## src/sabtb_pkg.sv

```systemverilog
// sabtb_pkg: shared constants, item and row types for the set-associative btb
// no dependencies; imported by the interfaces and every module of the block
`timescale 1ns / 1ps
`default_nettype none

package sabtb_pkg;

  // geometry
  localparam int SETS     = 64;
  localparam int WAYS     = 4;
  localparam int ADDR_W   = 32;
  localparam int TGT_W    = 32;
  localparam int TAG_MAX  = 26;
  localparam int CFG_W    = 5;

  localparam logic [CFG_W-1:0] TAG_WIDTH_RESET = CFG_W'(20);
  localparam logic [CFG_W-1:0] TAG_WIDTH_MAX   = CFG_W'(TAG_MAX);

  // floor(log2(SETS)) address bits pick the set
  localparam int IDX_BITS = $clog2(SETS + 1) - 1;
  localparam int SET_W    = (IDX_BITS > 0) ? IDX_BITS : 1;
  localparam int ROWS     = 1 << IDX_BITS;

  localparam int AGE_W    = (WAYS > 1) ? $clog2(WAYS) : 1;
  localparam int WAY_W    = AGE_W;
  localparam logic [AGE_W-1:0] AGE_OLDEST = AGE_W'(WAYS - 1);

  // front to back queue
  localparam int QDEPTH   = 2;
  localparam int QPTR_W   = (QDEPTH > 1) ? $clog2(QDEPTH) : 1;
  localparam int QCNT_W   = $clog2(QDEPTH + 1);

  localparam logic OP_LOOKUP = 1'b0;
  localparam logic OP_UPDATE = 1'b1;

  // classified item as the back part sees it
  typedef struct packed {
    logic               op;
    logic [SET_W-1:0]   set_idx;
    logic [TAG_MAX-1:0] tag;
    logic [TGT_W-1:0]   target;
  } req_t;

  // one set of the buffer, stored as a single memory row
  typedef struct packed {
    logic [WAYS-1:0]              vld;
    logic [WAYS-1:0][AGE_W-1:0]   age;
    logic [WAYS-1:0][TAG_MAX-1:0] tag;
    logic [WAYS-1:0][TGT_W-1:0]   tgt;
  } row_t;

  typedef enum logic {
    BK_IDLE,
    BK_EXEC
  } back_state_t;

endpackage

`default_nettype wire

```

## src/sabtb_in_if.sv

```systemverilog
// sabtb_in_if: valid/ready channel carrying one btb request item
// depends on sabtb_pkg for field widths
`timescale 1ns / 1ps
`default_nettype none

interface sabtb_in_if import sabtb_pkg::*; ();
  logic              valid;
  logic              ready;
  logic              op;
  logic [ADDR_W-1:0] addr;
  logic [TGT_W-1:0]  target;

  modport source (output valid, output op, output addr, output target, input ready);
  modport sink   (input valid, input op, input addr, input target, output ready);
endinterface

`default_nettype wire

```

## src/sabtb_front.sv

```systemverilog
// sabtb_front: accepts request items, holds tag_width, splits address into set and tag
// depends on sabtb_pkg and sabtb_in_if
`timescale 1ns / 1ps
`default_nettype none

module sabtb_front import sabtb_pkg::*; (
  input  wire logic             clk,
  input  wire logic             rst_n,
  input  wire logic             cfg_we,
  input  wire logic [CFG_W-1:0] cfg_data,
  sabtb_in_if.sink              in_ch,
  input  wire logic             q_full,
  output logic                  push,
  output req_t                  push_req
);

  logic [CFG_W-1:0]   tag_width_r;
  logic [CFG_W-1:0]   tag_width_nxt;
  logic [CFG_W-1:0]   tw_eff;
  logic [ADDR_W-1:0]  addr_hi;
  logic [TAG_MAX-1:0] tag_mask;

  always_comb begin
    tag_width_nxt = cfg_we ? cfg_data : tag_width_r;
  end

  always_ff @(posedge clk) begin
    if (!rst_n) begin
      tag_width_r <= TAG_WIDTH_RESET;
    end else begin
      tag_width_r <= tag_width_nxt;
    end
  end

  // widths above the tag store clamp to it
  assign tw_eff   = (tag_width_r > TAG_WIDTH_MAX) ? TAG_WIDTH_MAX : tag_width_r;
  assign tag_mask = ~({TAG_MAX{1'b1}} << tw_eff);
  assign addr_hi  = in_ch.addr >> IDX_BITS;

  assign in_ch.ready = !q_full;
  assign push        = in_ch.valid && !q_full;

  always_comb begin
    push_req.op      = in_ch.op;
    push_req.set_idx = (IDX_BITS > 0) ? in_ch.addr[SET_W-1:0] : '0;
    push_req.tag     = addr_hi[TAG_MAX-1:0] & tag_mask;
    push_req.target  = in_ch.target;
  end

endmodule

`default_nettype wire

```

## src/flat_wrapper.sv

```systemverilog
// flat-port wrapper written by rule: the top's interface ports become plain ports
module sabtb_front_flat import sabtb_pkg::*;
  (clk, rst_n, cfg_we, cfg_data, q_full, push, push_req, in_ch_valid, in_ch_op, in_ch_addr, in_ch_target, in_ch_ready);
  sabtb_in_if in_ch_i ();
  input  wire logic clk;
  input  wire logic rst_n;
  input  wire logic cfg_we;
  input  wire logic [CFG_W-1:0] cfg_data;
  input  wire logic q_full;
  output logic push;
  output req_t push_req;
  input wire logic [$bits(in_ch_i.valid)-1:0] in_ch_valid;
  input wire logic [$bits(in_ch_i.op)-1:0] in_ch_op;
  input wire logic [$bits(in_ch_i.addr)-1:0] in_ch_addr;
  input wire logic [$bits(in_ch_i.target)-1:0] in_ch_target;
  output wire logic [$bits(in_ch_i.ready)-1:0] in_ch_ready;
  assign in_ch_i.valid = in_ch_valid;
  assign in_ch_i.op = in_ch_op;
  assign in_ch_i.addr = in_ch_addr;
  assign in_ch_i.target = in_ch_target;
  assign in_ch_ready = in_ch_i.ready;
  sabtb_front u_core (.clk(clk), .rst_n(rst_n), .cfg_we(cfg_we), .cfg_data(cfg_data), .in_ch(in_ch_i), .q_full(q_full), .push(push), .push_req(push_req));
endmodule
```

## config.mk

```make
export PLATFORM = sky130hd
export DESIGN_NAME = sabtb_front_flat
export DESIGN_NICKNAME = d
export VERILOG_FILES = /design/src/sabtb_pkg.sv /design/src/sabtb_in_if.sv /design/src/sabtb_front.sv /design/src/flat_wrapper.sv
export SDC_FILE = /design/constraint.sdc
export NUM_CORES = 1
export LEC_CHECK = 0
export BUFFER_PORTS_ARGS = -buffer_cell sky130_fd_sc_hd__buf_2
export CAP_MARGIN = 20
export CORE_MARGIN = 2
export CORE_UTILIZATION = 29
export CTS_CLUSTER_SIZE = 14
export DETAILED_ROUTE_END_ITERATION = 8
export PLACE_DENSITY = 0.92
export SYNTH_ARGS = -nofsm -noshare
export SYNTH_HDL_FRONTEND = slang
export SYNTH_SLANG_ARGS = --single-unit
```

## constraint.sdc

```tcl
create_clock -name clk -period 1.8 [get_ports clk]
set_input_delay 0.27 -clock clk [delete_from_list [all_inputs] [get_ports clk]]
set_output_delay 0.27 -clock clk [all_outputs]
set_load 0.1 [all_outputs]
```

# Word-level counts from Yosys, hierarchy flattened
# Cells that the tools add are included.
dict set report totals {
  elab_cells 8
  ff_bits 5
  in_bits 75
  out_inout_bits 67
}
dict set report op_classes {
  n_reduce_logical 2
  shift 1
  bitwise 2
  magnitude_cmp 1
  mux 1
}
# cell count
set ops {}
lappend ops {{26-bit AND} 1}
lappend ops {{26-bit inverter} 1}
lappend ops {{26-bit by 5-bit left shift with 26-bit output, first input constant} 1}
lappend ops {{5-bit greater-than comparator, second input constant} 1}
lappend ops {{5-bit 2-to-1 mux} 1}
lappend ops {{1-bit logical AND} 1}
lappend ops {{1-bit logical NOT} 1}

# Longest topological paths before layout
# Gate-level depths: netlist of the first run.
dict set report depth {
  depth_word 5
  ltp_mapped 4
  depth_no_buf 2
}

# Worst setup path before layout of the first run
# OpenSTA, ideal clock, no wires.
dict set report synth_timing {
  path_type {register -> output}
  start {reg u_core.tag_width_r[1]}
  end {out push_req[38] (netlist bit)}
  slack_ns -1.337
  stages_incl_launch_ff 4
  arrival_ns 2.867
  path_buffers 1
  required_ns 1.530
  path_cell_list {dfxtp_1 buf_2 nand3_1 a21boi_0}
}
# element line
set synth_rtl {}
lappend synth_rtl {{start, declared} sabtb_front.sv:17} ;# logic [CFG_W-1:0] tag_width_r;
lappend synth_rtl {{start signal, assigned} sabtb_front.sv:31} ;# tag_width_r <= tag_width_nxt;
lappend synth_rtl {{end, declared} flat_wrapper.sv:11} ;# output req_t push_req;

==> results of run 1 <==
-- final cells by class --
cell class / instances / area, um^2
Clock buffer: 4 / 26.3
Timing Repair Buffer: 66 / 728
Sequential cell: 5 / 106
Multi-Input combinational cell: 59 / 478
Inverter: 2 / 7.51
Fill cell: 252 / 1370
Tap cell: 31 / 38.8
-- layout by cell type, fill, tap and decap left out, types with 2 or more instances in the layout --
master and instances:
buf_2 37, buf_12 26, nand2_1 9, nor2b_2 6
mux2i_1 5, dfxtp_2 5, o21a_1 4, a21oi_4 4
nor2_1 3, nor2b_1 3, clkbuf_4 3, buf_4 3
o211a_1 2, and3_1 2, o311a_1 2, nor3_1 2
nand3_1 2, a21boi_4 2, o31a_1 2, inv_1 2
-- where the power goes --
part           switching [W]  internal [W]  total, W  leakage, nW
Clock              0.0000410     0.0000835  0.000124       0.0150
Sequential         0.0000232      0.000120  0.000143       0.0417
Combinational       0.000413      0.000233  0.000646        0.596
-- worst max-delay path, delay by kind of cell (launching register included) --
| kind | cells | cell delay [ns] |
|---|---|---|
| buffers and inverters | 1 | 0.18 |
| and+or+nand+nor | 1 | 0.30 |
| DFF | 1 | 0.41 |
| AOI/OAI and AO/OA | 1 | 0.35 |
-- worst min path at each step --
stage	end	cells after the start	start	slack (ns)
CTS	u_core.tag_width_r[2]	2	rst_n	0.23
detailed placement	u_core.tag_width_r[2]	2	rst_n	0.48
global placement	u_core.tag_width_r[2]	2	rst_n	0.48
finish	u_core.tag_width_r[2]	2	rst_n	0.24
global route	u_core.tag_width_r[4]	2	rst_n	0.23
floorplan	u_core.tag_width_r[2]	1	rst_n	0.33
-- what timing repair did --
action	in CTS	in global routing
endpoints found under the setup margin	18	1
cloned	0	0
gates resized for setup	4	1
-- cell families (layout without fill, tap and decap cells) --
| family | count (synthesis) | in the layout | share of synthesized area |
|---|---|---|---|
| AOI/OAI and AO/OA | 24 | 24 | 0.218 |
| muxes | 5 | 5 | 0.0597 |
| DFF | 5 | 5 | 0.119 |
| and+or+nand+nor | 30 | 30 | 0.182 |
| buffers and inverters | 50 | 72 | 0.421 |
-- stage by stage --
step                      instances  power, W  area [um^2]
after floorplan                 114  0.000961          931
after global placement          163  0.000788         1350
after detailed placement        163  0.000793         1350
after CTS                       167  0.000921         1380
after global routing            167  0.000956         1390
final                           167  0.000913         1390
-- layer usage --
layer / track usage / vias to the layer above
met5: 0 / -
met1: 0.148 / 378
met3: 0.0402 / 10
met4: 0.0731 / 0
met2: 0.227 / 49
li1: - / 386
==> results_dict.tcl, run 1 <==
set metrics [dict create \
    critPathLaunchType "flip-flop" \
    start_util 0.304 \
    routed.top_layer "met4" \
    worst_r2r_path_depth 2 \
    tritoncts "yes" \
    r2r_setup_slack_ns 0.95 \
    p_leak_nw 0.653 \
    dr.pass1.iters 4 \
    setup_violations 0 \
    hold_path.class "input port to flip-flop" \
    diodes 0 \
    syn_avg_cell_area_um2 7.35 \
    drive_above_1_share 0.662 \
    r2r-start "u_core.tag_width_r[3]" \
    die-area_um2 3340 \
    ys_warn_count 0 \
    synth_top_cell_by_area "buf_4" \
    grt_max_degree 20 \
    synth_top_area_share 0.358 \
    status "completed" \
    postCtsSetupBuffers 0 \
    syn_nets 189 \
    path_max_fanout 16 \
    top_register "u_core.tag_width_r" \
    ant_nets 0 \
    postCtsHoldBufs 0 \
    cts.clk_slew.worst_paths_ns 0.04 \
    synth_cell_type_count 26 \
    first_global_vias 786 \
    ys_seq_elements 5 \
    slowest_stage "dfxtp_2" \
    final_max_slew_viol_count 0 \
    port-buffer-count 63 \
    rsz0062_at_grt "no" \
    die_h_um 57.8 \
    ctsHtreeMaxLevel 1 \
    drtIter0Drc 20 \
    nNetsFinal 212 \
    place_worst_setup_slack_ns 0.157 \
    met1_length_um 797 \
    endpoint "push_req[32]" \
    peakVddDrop_mv 0.407 \
    endpoint_kind "output port" \
    die_w_um 57.8 \
    setup_slack_ns 0.0589 \
    crit_chain "or2_4, o41a_1, buf_12" \
    cp-startpoint "u_core.tag_width_r[2]" \
    cts_inserted_buffers 3 \
    io_pins 142 \
    clock.fmax_mhz 574 \
    power_density_nw_per_um2 659 \
    vias 823 \
    synthFlopType "dfxtp_1" \
    tns_ns 0 \
    synth-edff-count 0 \
    largest_reg_flops 5 \
    antenna_found_initial 0 \
    syn-instance-count 114 \
    grt_usage 0.133 \
    core.rowCount 19 \
    timing.final.crit_share 0.967 \
    crit_type "flip-flop to output port" \
    cap_violations 0 \
    wl_met3_um 251 \
    synth.top_cells.by_area "buf_4 (36%), dfxtp_1 (12%), nor2b_1 (6.7%)" \
    via_per_inst 4.93 \
    top_regs "u_core.tag_width_r: 5 flops" \
    gp_congestion 0.683 \
    holdWs_ns 0.236 \
    ys_async_sr_fraction 0 \
    yosysMostFrequentCell "buf_4" \
    hpwl_um 1860 \
    worst_ep_arrival_time_ns 1.47 \
    syn_to_final_growth_pct 65.2 \
    yosys-top-cells-count "buf_4 (40), nand2_1 (9), nor2b_1 (9), buf_2 (6)" \
    route.met2.wl_um 1180 \
    tightest_slew_ns 0.476 \
    gr-total-overflow 0 \
    syn_area_um2 838 \
    core-area_um2 2760 \
    clock_sinks 5 \
    final_hold_viol_count 0 \
    reg2reg_to "u_core.tag_width_r[3]" \
    totalWireLength_um 2270 \
    cts_buffer_depth 2 \
    grt_first_pass_wirelength_um 3540 \
    cp.required_ns 1.53 \
    relSlewSlack 0.681 \
    cts_root_buf "clkbuf_4" \
    drc_errors 0 \
    max_stage_delay_ns 0.41 \
    clock_latency_ns 0.23 \
    wl_per_cell_um 13.6 \
    yosysSeqAreaShare 0.119 \
    fin_skew_ns 0 \
    fin_crit_ns 1.74 \
    fin_util 0.502 \
]
Note: power is estimated with default switching activity, not from simulation.
==> run 2: changes to the inputs <==
--- a/config.mk
+++ b/config.mk
@@ -11,7 +11,7 @@
 export CORE_UTILIZATION = 29
 export CTS_CLUSTER_SIZE = 14
 export DETAILED_ROUTE_END_ITERATION = 8
-export PLACE_DENSITY = 0.92
+export PLACE_DENSITY_LB_ADDON = 0.15
 export SYNTH_ARGS = -nofsm -noshare
 export SYNTH_HDL_FRONTEND = slang
 export SYNTH_SLANG_ARGS = --single-unit
==> run 2 against run 1 <==
Routed wire length rose by 18%. Clock-buffer cell count did not move. Largest cell class unchanged. Largest power group unchanged. Cell count rose by 1.2%.
==> results_dict.tcl, run 2 (synthesis results as in run 1) <==
set metrics [dict create \
    holdPathEnd "u_core.tag_width_r[4]" \
    slowest_stage "dfxtp_2" \
    drtIter0Drc 8 \
    die_h_um 57.8 \
    top_regs "u_core.tag_width_r: 5 flops" \
    drive_above_1_share 0.681 \
    r2r_setup_slack_ns 0.90 \
    diodes 0 \
    rsz0062_at_grt "no" \
    max_stage_delay_ns 0.38 \
    core.rowCount 19 \
    clock_latency_ns 0.25 \
    via_per_inst 4.93 \
    sequentialPowerShare 0.149 \
    hpwl_um 2300 \
    min_path_cells 2 \
    reg2reg_to "u_core.tag_width_r[4]" \
    grt_first_pass_wirelength_um 4110 \
    gr-total-overflow 0 \
    tightest_slew_ns 0.485 \
    postCtsHoldBufs 0 \
    ant_nets 0 \
    status "completed" \
    cts_buffer_depth 2 \
    peakVddDrop_mv 0.420 \
    drc_errors 0 \
    first_global_vias 814 \
    place_worst_setup_slack_ns 0.240 \
    p_leak_nw 0.665 \
    cts.clk_slew.worst_paths_ns 0.04 \
    r2r-start "u_core.tag_width_r[4]" \
    hold_path.startpoint "rst_n" \
    num-fill-cells 257 \
    grt_usage 0.163 \
    hold_path.class "input port to flip-flop" \
    dr.pass1.iters 4 \
    worst_r2r_path_depth 3 \
    antenna_found_initial 0 \
    critPathLaunchType "flip-flop" \
    intPower_w 0.000441 \
    grt_max_degree 17 \
    cts_root_buf "clkbuf_4" \
    combPwrFrac 0.707 \
    clock_sinks 5 \
    tritoncts "yes" \
    gp_congestion 0.734 \
    start_util 0.304 \
    fin_skew_ns 0 \
    top_register "u_core.tag_width_r" \
    die_w_um 57.8 \
    syn_to_final_growth_pct 68.2 \
    clock.fmax_mhz 583 \
    largest_reg_flops 5 \
    layout_common_cells "buf_2 (37), buf_12 (26), nand2_1 (9)" \
    power_density_nw_per_um2 660 \
    cp.required_ns 1.53 \
    tns_ns 0 \
    wl_per_cell_um 15.9 \
    setup_slack_ns 0.0861 \
    vias 833 \
    cap_violations 0 \
    fin_crit_ns 1.71 \
    p_sw_w 0.000490 \
    setup_violations 0 \
    crit_chain "or2_4, o41a_1, buf_12" \
    nNetsFinal 214 \
    port-buffer-count 63 \
    totalWireLength_um 2680 \
    swShare 0.526 \
    die-area_um2 3340 \
    final_common_cell "buf_2" \
    core-area_um2 2760 \
    crit_type "flip-flop to output port" \
    cts_inserted_buffers 3 \
    relSlewSlack 0.679 \
    endpoint_kind "output port" \
    final_hold_viol_count 0 \
    timing.final.crit_share 0.952 \
    ctsHtreeMaxLevel 1 \
    final_max_slew_viol_count 0 \
    worst_ep_arrival_time_ns 1.44 \
    path_max_fanout 12 \
    io_pins 142 \
    clockPowerShare 0.144 \
]
==> run 2: worst max-delay path by stage <==
stage	endpoint	slack [ns]	from
final	push_req[32]	0.09	u_core.tag_width_r[2]
after global routing	push_req[32]	0.02	u_core.tag_width_r[2]
after CTS	push_req[32]	0.007	u_core.tag_width_r[2]
after detailed placement	push_req[40]	0.24	u_core.tag_width_r[1]
after global placement	push_req[34]	0.27	u_core.tag_width_r[3]
after floorplan	push_req[38]	-0.09	u_core.tag_width_r[1]
==> run 2: metrics by stage <==
| step | area [um^2] | utilization | cells | hold slack [ns] | total power [W] |
|---|---|---|---|---|---|
| 5_1_grt | 1410 | 0.511 | 169 | 0.224 | 0.000969 |
| 3_3_place_gp | 1370 | 0.496 | 165 | 0.477 | 0.000796 |
| 3_5_place_dp | 1370 | 0.496 | 165 | 0.485 | 0.000798 |
| 4_1_cts | 1400 | 0.508 | 169 | 0.224 | 0.000936 |
| 2_1_floorplan | 931 | - | 114 | 0.332 | 0.000961 |
| 6_report | 1410 | 0.511 | 169 | 0.228 | 0.000930 |
==> run 2: area by class of cell <==
| class | count | area, um^2 | area share |
|---|---|---|---|
| multi-input combinational | 59 | 488 | 0.346 |
| sequential | 5 | 106 | 0.0754 |
| clock buffer | 4 | 26.3 | 0.0186 |
| tap | 31 | 38.8 | 0.0275 |
| timing repair buffer | 68 | 743 | 0.527 |
| inverter | 2 | 7.51 | 0.00532 |
==> run 2: layer usage <==
| metal | GRT usage | vias up | share of wire |
|---|---|---|---|
| met4 | 0.0831 | 0 | 0.029 |
| met2 | 0.287 | 55 | 0.51 |
| met3 | 0.0603 | 19 | 0.11 |
| met1 | 0.168 | 366 | 0.35 |
| met5 | 0 | - | 0 |
| li1 | - | 393 | - |
==> run 2: timing repair <==
| action | CTS | global route |
|---|---|---|
| buffers inserted | 0 | 0 |
| setup endpoints to repair | 2 | 19 |
| gates cloned | 0 | 0 |
| gates resized for setup | 2 | 5 |
| endpoints found under the hold margin | 0 | 0 |
==> run 2: power by group through the flow <==
stage	registers, W	clock network (W)	logic, W
after floorplan	0.000124	0	0.000838
after global placement	0.000137	0	0.000659
after CTS	0.000137	0.000138	0.000662
after global routing	0.000141	0.000149	0.000679
after detailed placement	0.000138	0	0.000660
final	0.000138	0.000134	0.000658
==> run 2: worst max-delay path, delay by kind of cell, from the launching register on <==
kind                   cells  cell delay [ns]
and+or+nand+nor            1             0.28
buffers and inverters      1             0.18
DFF                        1             0.38
AOI/OAI and AO/OA          1             0.35
