===== src/sabtb_pkg.sv =====
// sabtb_pkg: shared constants, item and row types for the set-associative btb
// no dependencies; imported by the interfaces and every module of the block
`timescale 1ns / 1ps
`default_nettype none

package sabtb_pkg;

  // geometry
  localparam int SETS     = 64;
  localparam int WAYS     = 4;
  localparam int ADDR_W   = 32;
  localparam int TGT_W    = 32;
  localparam int TAG_MAX  = 26;
  localparam int CFG_W    = 5;

  localparam logic [CFG_W-1:0] TAG_WIDTH_RESET = CFG_W'(20);
  localparam logic [CFG_W-1:0] TAG_WIDTH_MAX   = CFG_W'(TAG_MAX);

  // floor(log2(SETS)) address bits pick the set
  localparam int IDX_BITS = $clog2(SETS + 1) - 1;
  localparam int SET_W    = (IDX_BITS > 0) ? IDX_BITS : 1;
  localparam int ROWS     = 1 << IDX_BITS;

  localparam int AGE_W    = (WAYS > 1) ? $clog2(WAYS) : 1;
  localparam int WAY_W    = AGE_W;
  localparam logic [AGE_W-1:0] AGE_OLDEST = AGE_W'(WAYS - 1);

  // front to back queue
  localparam int QDEPTH   = 2;
  localparam int QPTR_W   = (QDEPTH > 1) ? $clog2(QDEPTH) : 1;
  localparam int QCNT_W   = $clog2(QDEPTH + 1);

  localparam logic OP_LOOKUP = 1'b0;
  localparam logic OP_UPDATE = 1'b1;

  // classified item as the back part sees it
  typedef struct packed {
    logic               op;
    logic [SET_W-1:0]   set_idx;
    logic [TAG_MAX-1:0] tag;
    logic [TGT_W-1:0]   target;
  } req_t;

  // one set of the buffer, stored as a single memory row
  typedef struct packed {
    logic [WAYS-1:0]              vld;
    logic [WAYS-1:0][AGE_W-1:0]   age;
    logic [WAYS-1:0][TAG_MAX-1:0] tag;
    logic [WAYS-1:0][TGT_W-1:0]   tgt;
  } row_t;

  typedef enum logic {
    BK_IDLE,
    BK_EXEC
  } back_state_t;

endpackage

`default_nettype wire


===== src/sabtb_queue.sv =====
// sabtb_queue: short fifo of classified items between front and back
// depends on sabtb_pkg
`timescale 1ns / 1ps
`default_nettype none

module sabtb_queue import sabtb_pkg::*; (
  input  wire logic clk,
  input  wire logic rst_n,
  input  wire logic push,
  input  req_t      push_req,
  output logic      full,
  input  wire logic pop,
  output logic      head_valid,
  output req_t      head_req
);

  req_t              slot_r [QDEPTH];
  logic [QPTR_W-1:0] wr_ptr_r, wr_ptr_nxt;
  logic [QPTR_W-1:0] rd_ptr_r, rd_ptr_nxt;
  logic [QCNT_W-1:0] count_r, count_nxt;

  assign full       = (count_r == QCNT_W'(QDEPTH));
  assign head_valid = (count_r != '0);
  assign head_req   = slot_r[rd_ptr_r];

  always_comb begin
    wr_ptr_nxt = wr_ptr_r;
    rd_ptr_nxt = rd_ptr_r;
    count_nxt  = count_r;
    if (push) begin
      wr_ptr_nxt = (wr_ptr_r == QPTR_W'(QDEPTH - 1)) ? '0 : wr_ptr_r + 1'b1;
    end
    if (pop) begin
      rd_ptr_nxt = (rd_ptr_r == QPTR_W'(QDEPTH - 1)) ? '0 : rd_ptr_r + 1'b1;
    end
    if (push && !pop) begin
      count_nxt = count_r + 1'b1;
    end else if (pop && !push) begin
      count_nxt = count_r - 1'b1;
    end
  end

  always_ff @(posedge clk) begin
    if (!rst_n) begin
      wr_ptr_r <= '0;
      rd_ptr_r <= '0;
      count_r  <= '0;
    end else begin
      wr_ptr_r <= wr_ptr_nxt;
      rd_ptr_r <= rd_ptr_nxt;
      count_r  <= count_nxt;
    end
  end

  always_ff @(posedge clk) begin
    if (push) begin
      slot_r[wr_ptr_r] <= push_req;
    end
  end

endmodule

`default_nettype wire


===== config.mk =====
export PLATFORM = sky130hd
export DESIGN_NAME = sabtb_queue
export DESIGN_NICKNAME = d
export VERILOG_FILES = /design/src/sabtb_pkg.sv /design/src/sabtb_queue.sv
export SDC_FILE = /design/constraint.sdc
export NUM_CORES = 1
export LEC_CHECK = 0
export ABC_AREA = 0
export BUFFER_PORTS_ARGS = -buffer_cell sky130_fd_sc_hd__buf_2
export CAP_MARGIN = 15
export CORE_MARGIN = 1
export CORE_UTILIZATION = 50
export CTS_BUF_LIST = sky130_fd_sc_hd__clkbuf_8 sky130_fd_sc_hd__clkbuf_16
export DETAILED_ROUTE_END_ITERATION = 7
export PLACE_DENSITY = 0.75
export SETUP_SLACK_MARGIN = 0.3
export SYNTH_ARGS = -nofsm -noshare
export SYNTH_HDL_FRONTEND = slang
export SYNTH_SLANG_ARGS = --single-unit

===== constraint.sdc =====
create_clock -name clk -period 10.4 [get_ports clk]
set_input_delay 1.56 -clock clk [delete_from_list [all_inputs] [get_ports clk]]
set_output_delay 1.56 -clock clk [all_outputs]
set_load 0.03 [all_outputs]

Word-level counts from Yosys, hierarchy flattened
Memories as Yosys holds them, arrays and structs flattened. A register that Yosys moved wholly into a read port is not among the register bits.
Cells that the tools add are included.
- flip-flop bits (word level): 4
- RAM bits: 130
- input port bits: 69
- output and inout bits: 67
- memories kept: 1
- add/sub/neg operators: 4
- equal/unequal tests: 1
- multiplexer cells: 8
- reductions and logical operators: 6
- memories (name ; depth ; bits a word ; read ports ; clocked after memory_dff ; wr ports ; line ; source):
    slot_r ; 2 ; 65 ; 1 ; 1 ; 1 ; sabtb_queue.sv:17 ; req_t slot_r [QDEPTH];
- operators with widths (kind ; count):
    $mux 1 ; 6
    $mux 2 ; 2
    $reduce_bool 2->1 ; 2
    $add 1x1->1 const B ; 2
    $add 2x1->2 const B ; 1
    $eq 2x2->1 const B ; 1
    $logic_and 1x1->1 ; 2
    $logic_not 1->1 ; 2
    $sub 2x1->2 const B ; 1

Longest topological paths before layout
Gate-level depths: netlist of run 1.
- depth in word-level cells: 4
- gate-level depth with buffers: 5
- gate-level depth less buffers: 5

Worst setup path after synthesis of run 1
Ideal clock, no wire load.
- path type: input to register
- from: input port push
- to: memory slot_r[0][0] (netlist name), enable pin
- data arrival time: 4.448 ns
- required time: 9.903 ns
- slack: 5.455 ns
- stages on the path: 1
- buffers on the path: 0
- cells stage by stage: nor2b_1
- word-level cells in the longest chain between the ends: 2
- ends and longest elaborated chain (what ; line ; source):
    start: declaration ; sabtb_queue.sv:9 ; input wire logic push,
    $mux 1 ; sabtb_queue.sv:56 ; if (push) begin
    $mux 1 (implied by the code) ; sabtb_queue.sv:57 ; slot_r[wr_ptr_r] <= push_req;
    end: declaration ; sabtb_queue.sv:17 ;
Every way passes these cells.

==> impl_metrics.yaml, run 1 <==
clock_network:
  clock_latency_ns: 0.50
  cts_setup_buffers: 0
  cts.sinks: 135
  cts_tree: "done"
  cts_buffer_depth: 2
  clockRootBuffer: "clkbuf_8"
  h-tree-depth: 4
  post_cts_resized: 0
  holdBufCountCts: 0
  cts_made_buffers: 17
  clk_pin_slew_ns: 0.06
placement:
  place.gp.congestion: 0.666
  dp_hpwl_mm: 5.10
  place_area_um2: 5730
  dp_slack_ns: 6.89
  dp.cells: 484
  io_buffer_count: 135
yosys:
  synthXorXnorAreaFrac: 0.00533
  muxShareOfSynthArea: 0.149
  synth_simple_gate_area_frac: 0.0119
  ys.flop_type: "edfxtp_1"
  async_reset_ff_frac: 0
  synth_edf_count: 130
  syn_inst: 224
  synth_area_leaders: "edfxtp_1 (79%), mux2_2 (15%), dfxtp_1 (2.0%)"
  synthesis.nets: 294
  synth_top_area_frac: 0.792
  synth_fa_ha_area_frac: 0.00254
  synth_compound_area_frac: 0.00406
  yosys_register_bits: 135
  yosysSeqAreaShare: 0.813
  synth.avg_cell_area_um2: 22.0
  synth_top_area_cell: "edfxtp_1"
  ys_types: 18
  yosysWarningCount: 0
  synth_top_family_by_area: "multiplexers"
  netlist_area_um2: 4930
worst_setup_path:
  startpoint_type: "register"
  crit_type: "register to primary output"
  cp_data_arrival_time_ns: 2.44
  cp_max_fo: 34
  cp.required_ns: 8.84
  end_kind: "primary output"
final_layout:
  final_nets: 444
  synthToLayoutAreaGrowth_pct: 28.2
  final_area_um2: 6310
  final_layout_size_suffix_gt1_frac: 0.619
  final_common_cell: "buf_2"
  fin_util: 0.674
  layout.cells.most_common_list: "buf_2 (135), edfxtp_1 (130), mux2_2 (65)"
  multi_input_area_um2: 858
  diodes: 0
  finalNonFillerCells: 515
  fillCellCount: 663
  register_area_um2: 4010
die:
  dieArea_um2: 10300
  rows: 35
  io_pins: 136
  start_util: 0.526
  core_area_um2: 9370
  die_y_um: 101
  fp.dieW_um: 101
grt:
  grt.overflow.total: 0
  track_usage: 0.170
  antenna_found_initial: 0
  grt_max_degree: 66
  grt_pass1_wl_mm: 12.4
  first_global_vias: 2587
route:
  firstDrtPassIters: 4
  routed-via-count: 2515
  routed_wl_mm: 8.25
  drc: 0
  drt_iter0_drc: 154
  routedWlPerCell_um: 16.0
  via_per_inst: 4.88
  ant_nets: 0
power_and_ir_drop:
  p_leak_uw: 0.00241
  vdd_drop_max_v: 0.000124
  power_density_nw_per_um2: 218
sta:
  slew_headroom: 0.423
  min_period_ns: 4.00
  finalSetupViolations: 0
  tightest_slew_ns: 0.865
  hold_violations: 0
  clock_skew_ns: 0.00778
  fin_ws_ns: 6.40
  rsz0062_at_grt: "false"
  fin_crit_sh: 0.385
  finalMaxSlewViolations: 0
  setup_tns_ns: 0
  clock.fmax_mhz: 250
hold_path:
  min_path_type: "register to register"
run_status:
  run_status: "finished, final reports clean"
job:
  maxCapViolCount: 0
through the flow:
stage / hold slack (ns) / power [uW]
3_3_place_gp: 0.477 / 806
4_1_cts: 0.508 / 1400
6_report: 0.496 / 1380
5_1_grt: 0.539 / 1430
3_5_place_dp: 0.515 / 810
2_1_floorplan: 0.461 / 763
flip-flops by register name (all words and copies together), names as in the netlist, named ones only:
register and flops:
count_r 2, rd_ptr_r 1, slot_r 130, wr_ptr_r 1
cells in the mapped netlist, types with 2 or more instances:
cell type and count:
and2_1 4, nor2b_1 2, edfxtp_1 130, dfxtp_1 5, mux2_2 65, xor2_1 2
buf_6 5
cell families after synthesis:
group | after synthesis
DFF | 135
muxes | 65
and+or+nand+nor | 9
buffers and inverters | 8
AOI/OAI and AO/OA | 3
xor gates and xnor gates | 3
adders and majority gates | 1
power by group:
part           switching, uW  internal (uW)
Combinational           97.9           58.3
Sequential              11.7            629
Clock                    217            366
worst max-delay path: stages (launching register included):
cell     delay, ns
dfxtp_2       0.81
buf_4         0.52
mux2_2        0.40
buf_2         0.18
final timing paths:
kind,start,endpoint,slack [ns],cells after the start
setup / recovery,register,head_req[13],6.40,3
hold / removal,count_r[1],count_r[1],0.50,2
hold reg to reg,count_r[1],count_r[1],0.50,2
setup reg to reg,wr_ptr_r,slot_r[1][39],8.79,2
routing by layer:
| metal | share of wire | GRT usage | vias to the layer above |
|---|---|---|---|
| met4 | 0.017 | 0.0870 | 0 |
| li1 | - | - | 1191 |
| met5 | 0 | 0 | - |
| met1 | 0.39 | 0.189 | 1223 |
| met3 | 0.060 | 0.0566 | 12 |
| met2 | 0.53 | 0.293 | 89 |
layout make-up:
| class | instances | area share |
|---|---|---|
| flip-flops and latches | 135 | 0.634 |
| multi-input cells | 81 | 0.136 |
| inverters | 1 | 0.000594 |
| clock buffers | 17 | 0.0656 |
| repair buffers | 138 | 0.111 |
| well taps | 129 | 0.0256 |
| clock inverters | 14 | 0.0275 |
Note: power is estimated with default switching activity, not from simulation.
==> run 2, diff against run 1 <==
- CORE_UTILIZATION: 50 -> 47
- PLACE_DENSITY: 0.75 -> 0.74
- clock period: 10.4 -> 3.6 ns (I/O delays scaled with it)
==> run 2 against run 1 <==
  * Sequential power grew to 2.9 times the previous value
  * Clock-buffer cell count increased by 1
  * Highest routed layer unchanged
  * Largest power group unchanged
  * Combinational power rose to 2.9 times the previous value
  * Worst setup slack got worse by 5.6 ns
  * Clock power grew to 3.0 times the previous value
  * Critical path depth stayed put
==> impl_metrics.yaml, run 2 (synthesized netlist as in run 1, its figures left out) <==
job:
  maxCapViolCount: 0
route:
  drt_iter0_drc: 123
  ant_nets: 0
  routed_wl_mm: 8.32
  drc: 0
  routedWlPerCell_um: 15.8
  via_per_inst: 4.78
  routed-via-count: 2510
  firstDrtPassIters: 6
sta:
  min_period_ns: 2.77
  clock_skew_ns: 0.00567
  rsz0062_at_grt: "false"
  fin_crit_sh: 0.769
  clock.fmax_mhz: 361
  setup_tns_ns: 0
  finalSetupViolations: 0
  hold_violations: 0
  slew_headroom: 0.414
  tightest_slew_ns: 0.879
  finalMaxSlewViolations: 0
final_layout:
  synthToLayoutAreaGrowth_pct: 29.4
  final_nets: 446
  final_layout_size_suffix_gt1_frac: 0.617
  reg_top3: "slot_r (130), count_r (2)"
  final_common_cell: "buf_2"
  final_area_um2: 6380
  diodes: 0
  largest_reg_flops: 130
  largest-register: "slot_r"
  layout.cells.most_common_list: "buf_2 (135), edfxtp_1 (130), mux2_2 (65)"
  fillCellCount: 756
hold_path:
  min_path_cells: 1
  min_path_type: "input port to register"
  min_to: "slot_r[0][46]"
  min-delay-start: "push_req[46]"
run_status:
  run_status: "finished, final reports clean"
clock_network:
  cts_setup_buffers: 0
  cts_tree: "done"
  clk_pin_slew_ns: 0.06
  cts.sinks: 135
  holdBufCountCts: 0
  cts_made_buffers: 17
  h-tree-depth: 4
  post_cts_resized: 0
  cts_buffer_depth: 2
  clockRootBuffer: "clkbuf_8"
  clock_latency_ns: 0.50
worst_setup_path:
  crit_family: "flip-flops"
  crit_type: "register to primary output"
  reg2reg_slack_ns: 1.72
  critPathSlowestCell: "dfxtp_2"
  r2r_start: "wr_ptr_r"
  cp_max_fo: 35
  reg2reg_to: "slot_r[1][17]"
  crit_chain: "buf_12, mux2_2, buf_2"
  slowest_delay_ns: 0.83
  crit_buf_inv: 2
  cp.required_ns: 3.06
  startpoint_type: "register"
  reg2regPathDepth: 2
  end_kind: "primary output"
  cp_data_arrival_time_ns: 2.23
die:
  dieArea_um2: 10900
  core_area_um2: 10200
  rows: 37
  die_y_um: 104
  start_util: 0.481
  fp.dieW_um: 104
  io_pins: 136
grt:
  grtUsageMet2: 0.262
  gr-usage-met3: 0.0595
  met1_usage: 0.187
  first_global_vias: 2527
  grt_pass1_wl_mm: 12.6
  track_usage: 0.158
  grt.overflow.total: 0
  antenna_found_initial: 0
  grt_busiest_layer: "met2"
  grt_max_degree: 37
placement:
  place.gp.congestion: 0.705
  place_area_um2: 5760
  dp_hpwl_mm: 5.31
  io_buffer_count: 135
power_and_ir_drop:
  vdd_drop_max_v: 0.000404
  p_leak_uw: 0.00243
  power_density_nw_per_um2: 638
## run 2: stage by stage
stage	std cells	power (uW)	util	hold WS [ns]	worst slack (ns)
after floorplan	224	2200	-	0.461	0.904
after global placement	493	2340	0.563	0.474	1.35
after detailed placement	493	2350	0.563	0.509	1.33
after CTS	525	4100	0.623	0.191	0.768
after global routing	525	4190	0.623	0.191	0.699
final	525	4060	0.623	0.217	0.833
## run 2: routing by layer
metal	vias to the layer above	share of wire
met5	-	0
met4	0	0.0058
met3	6	0.068
met2	93	0.51
met1	1223	0.42
li1	1188	-
## run 2: area by class of cell
cell class	count	area, um2	share of cell area
inverters	1	3.75	0.000589
repair buffers	140	726	0.114
flip-flops and latches	135	4010	0.628
multi-input cells	81	858	0.135
clock buffers	18	428	0.0671
clock inverters	14	185	0.0290
well taps	136	170	0.0267
## run 2: power breakdown
| part | switching, uW | internal, uW | total, uW |
|---|---|---|---|
| Clock | 619 | 1140 | 1760 |
| Combinational | 286 | 173 | 459 |
| Sequential | 33.8 | 1820 | 1850 |
| Total | 939 | 3130 | 4060 |
## run 2: worst reg2reg max path, cell delays in order, from the launching register on
cell and delay (ns):
dfxtp_1 0.38, and2_2 0.75, buf_4 0.43
## run 2: worst max path at each step
stage,from,endpoint,cells after the start
2_1_floorplan,push,slot_r[0][0],1
3_3_place_gp,register,head_req[11],3
3_5_place_dp,register,head_req[11],3
4_1_cts,register,head_req[11],3
5_1_grt,register,head_req[11],3
6_report,register,head_req[11],3
==> run 3, diff against run 2 <==
- clock period: 3.6 -> 2.2 ns (I/O delays scaled with it)
==> run 3 against run 2 <==
  * Worst setup slack worse by 0.64 ns
  * Via count grew 13%
  * Design area is 20% higher
  * Worst hold slack worse by 0.20 ns
  * Non-clock buffer count increased by 67
  * Critical endpoint is now head_req[46]
  * Largest power group unchanged
==> impl_metrics.yaml, run 3 (synthesized netlist as in run 1, its figures left out) <==
clock_network:
  clockRootBuffer: "clkbuf_8"
  cts_made_buffers: 17
  cts_buffer_depth: 2
  cts.sinks: 135
  cts_tree: "done"
  clk_pin_slew_ns: 0.06
  clock_latency_ns: 0.51
  h-tree-depth: 4
worst_setup_path:
  cp.required_ns: 1.87
  startpoint_type: "register"
  cp_data_arrival_time_ns: 1.68
  cp_max_fo: 6
  end_kind: "primary output"
  crit_type: "register to primary output"
grt:
  grt_max_degree: 39
  first_global_vias: 2941
  grt.overflow.total: 0
  grt_pass1_wl_mm: 14.7
  antenna_found_initial: 0
  track_usage: 0.181
final_layout:
  finalNonFillerCells: 592
  final_nets: 513
  largest-register: "slot_r"
  synthToLayoutAreaGrowth_pct: 55.2
  final_layout_size_suffix_gt1_frac: 0.550
  final_common_cell: "edfxtp_1"
  largest_reg_flops: 130
  layout.cells.most_common_list: "edfxtp_1 (130), buf_2 (79), buf_6 (57)"
  diodes: 0
  fillCellCount: 605
  reg_top3: "slot_r (130), count_r (2)"
route:
  drt_iter0_drc: 100
  firstDrtPassIters: 4
  drc: 0
  ant_nets: 0
  via_per_inst: 4.79
  routed-via-count: 2834
  routedWlPerCell_um: 18.4
  routed_wl_mm: 10.9
sta:
  tightest_slew_ns: 0.519
  setup_tns_ns: 0
  clock.fmax_mhz: 498
  min_period_ns: 2.01
  finalSetupViolations: 0
  fin_crit_sh: 0.913
  fin_ws_ns: 0.192
  hold_violations: 0
  clock_skew_ns: 0.00820
  finalMaxSlewViolations: 0
  slew_headroom: 0.654
  rsz0062_at_grt: "true"
die:
  dieArea_um2: 10900
  io_pins: 136
  fp.dieW_um: 104
  rows: 37
  core_area_um2: 10200
  die_y_um: 104
  start_util: 0.481
run_status:
  run_status: "finished, final reports clean"
placement:
  place.gp.congestion: 0.699
  dp_hpwl_mm: 5.30
  dp.cells: 494
  io_buffer_count: 135
  dp_slack_ns: 0.606
power_and_ir_drop:
  vdd_drop_max_v: 0.000566
  p_leak_uw: 0.00305
  power_density_nw_per_um2: 895
hold_path:
  min_path_type: "input port to register"
job:
  maxCapViolCount: 0
run 3: cell count changes in the layout (fill, tap and decap cells not counted), moves of 5 or more:
cell and delta:
mux2_4 +46, buf_6 +57, clkbuf_16 +5, dlygate4sd3_1 +54, mux2_2 -46, buf_2 -56
run 3: per-stage QoR:
step	hold slack, ns	utilization	power, uW	instance area [um2]
global placement	0.472	0.564	3820	5770
floorplan	0.429	-	3600	4930
finish	0.0155	0.747	6840	7640
global route	-0.00281	0.747	7050	7640
detailed placement	0.511	0.564	3840	5770
CTS	0.000411	0.675	6540	6900
run 3: what timing repair did:
item,4_1_cts,5_1_grt
setup endpoints to repair,65,65
pin swaps,0,0
buffers inserted,0,3
resized for setup,5,221
hold buffers,53,1
hold endpoints to repair,105,2
cloned,1,8
run 3: report_power, final:
group	internal [uW]	switching (uW)	leakage (uW)
sequential	2970	42.7	0.00126
combinational	605	588	0.00151
clock	1640	987	0.000284
run 3: layout make-up:
class	count	area, um2	share of cell area
Clock inverter	13	118	0.0154
Inverter	1	3.75	0.000491
Multi-Input combinational cell	81	1030	0.135
Timing Repair Buffer	207	1870	0.245
Sequential cell	135	4010	0.524
Clock buffer	19	442	0.0578
Tap cell	136	170	0.0223
run 3: path summary, 6_finish.rpt:
path | from | to | slack (ns) | depth (start not counted)
min reg2reg | count_r[1] | count_r[1] | 0.50 | 2
max reg2reg | wr_ptr_r | slot_r[1][21] | 0.82 | 2
min | push_req[2] | slot_r[1][2] | 0.02 | 1
max | register | head_req[46] | 0.19 | 4
run 3: critical path, cell delays in order, from the launching register on:
cell and delay [ns]:
dfxtp_4 0.40, buf_12 0.15, buf_8 0.13, mux2_2 0.34, buf_6 0.14
run 3: layer usage:
metal / routed length [um] / track usage / vias up
li1: - / - / 1323
met1: 4290 / 0.199 / 1393
met2: 5970 / 0.324 / 103
met3: 479 / 0.0526 / 15
met4: 155 / 0.0806 / 0
met5: 0 / 0 / -
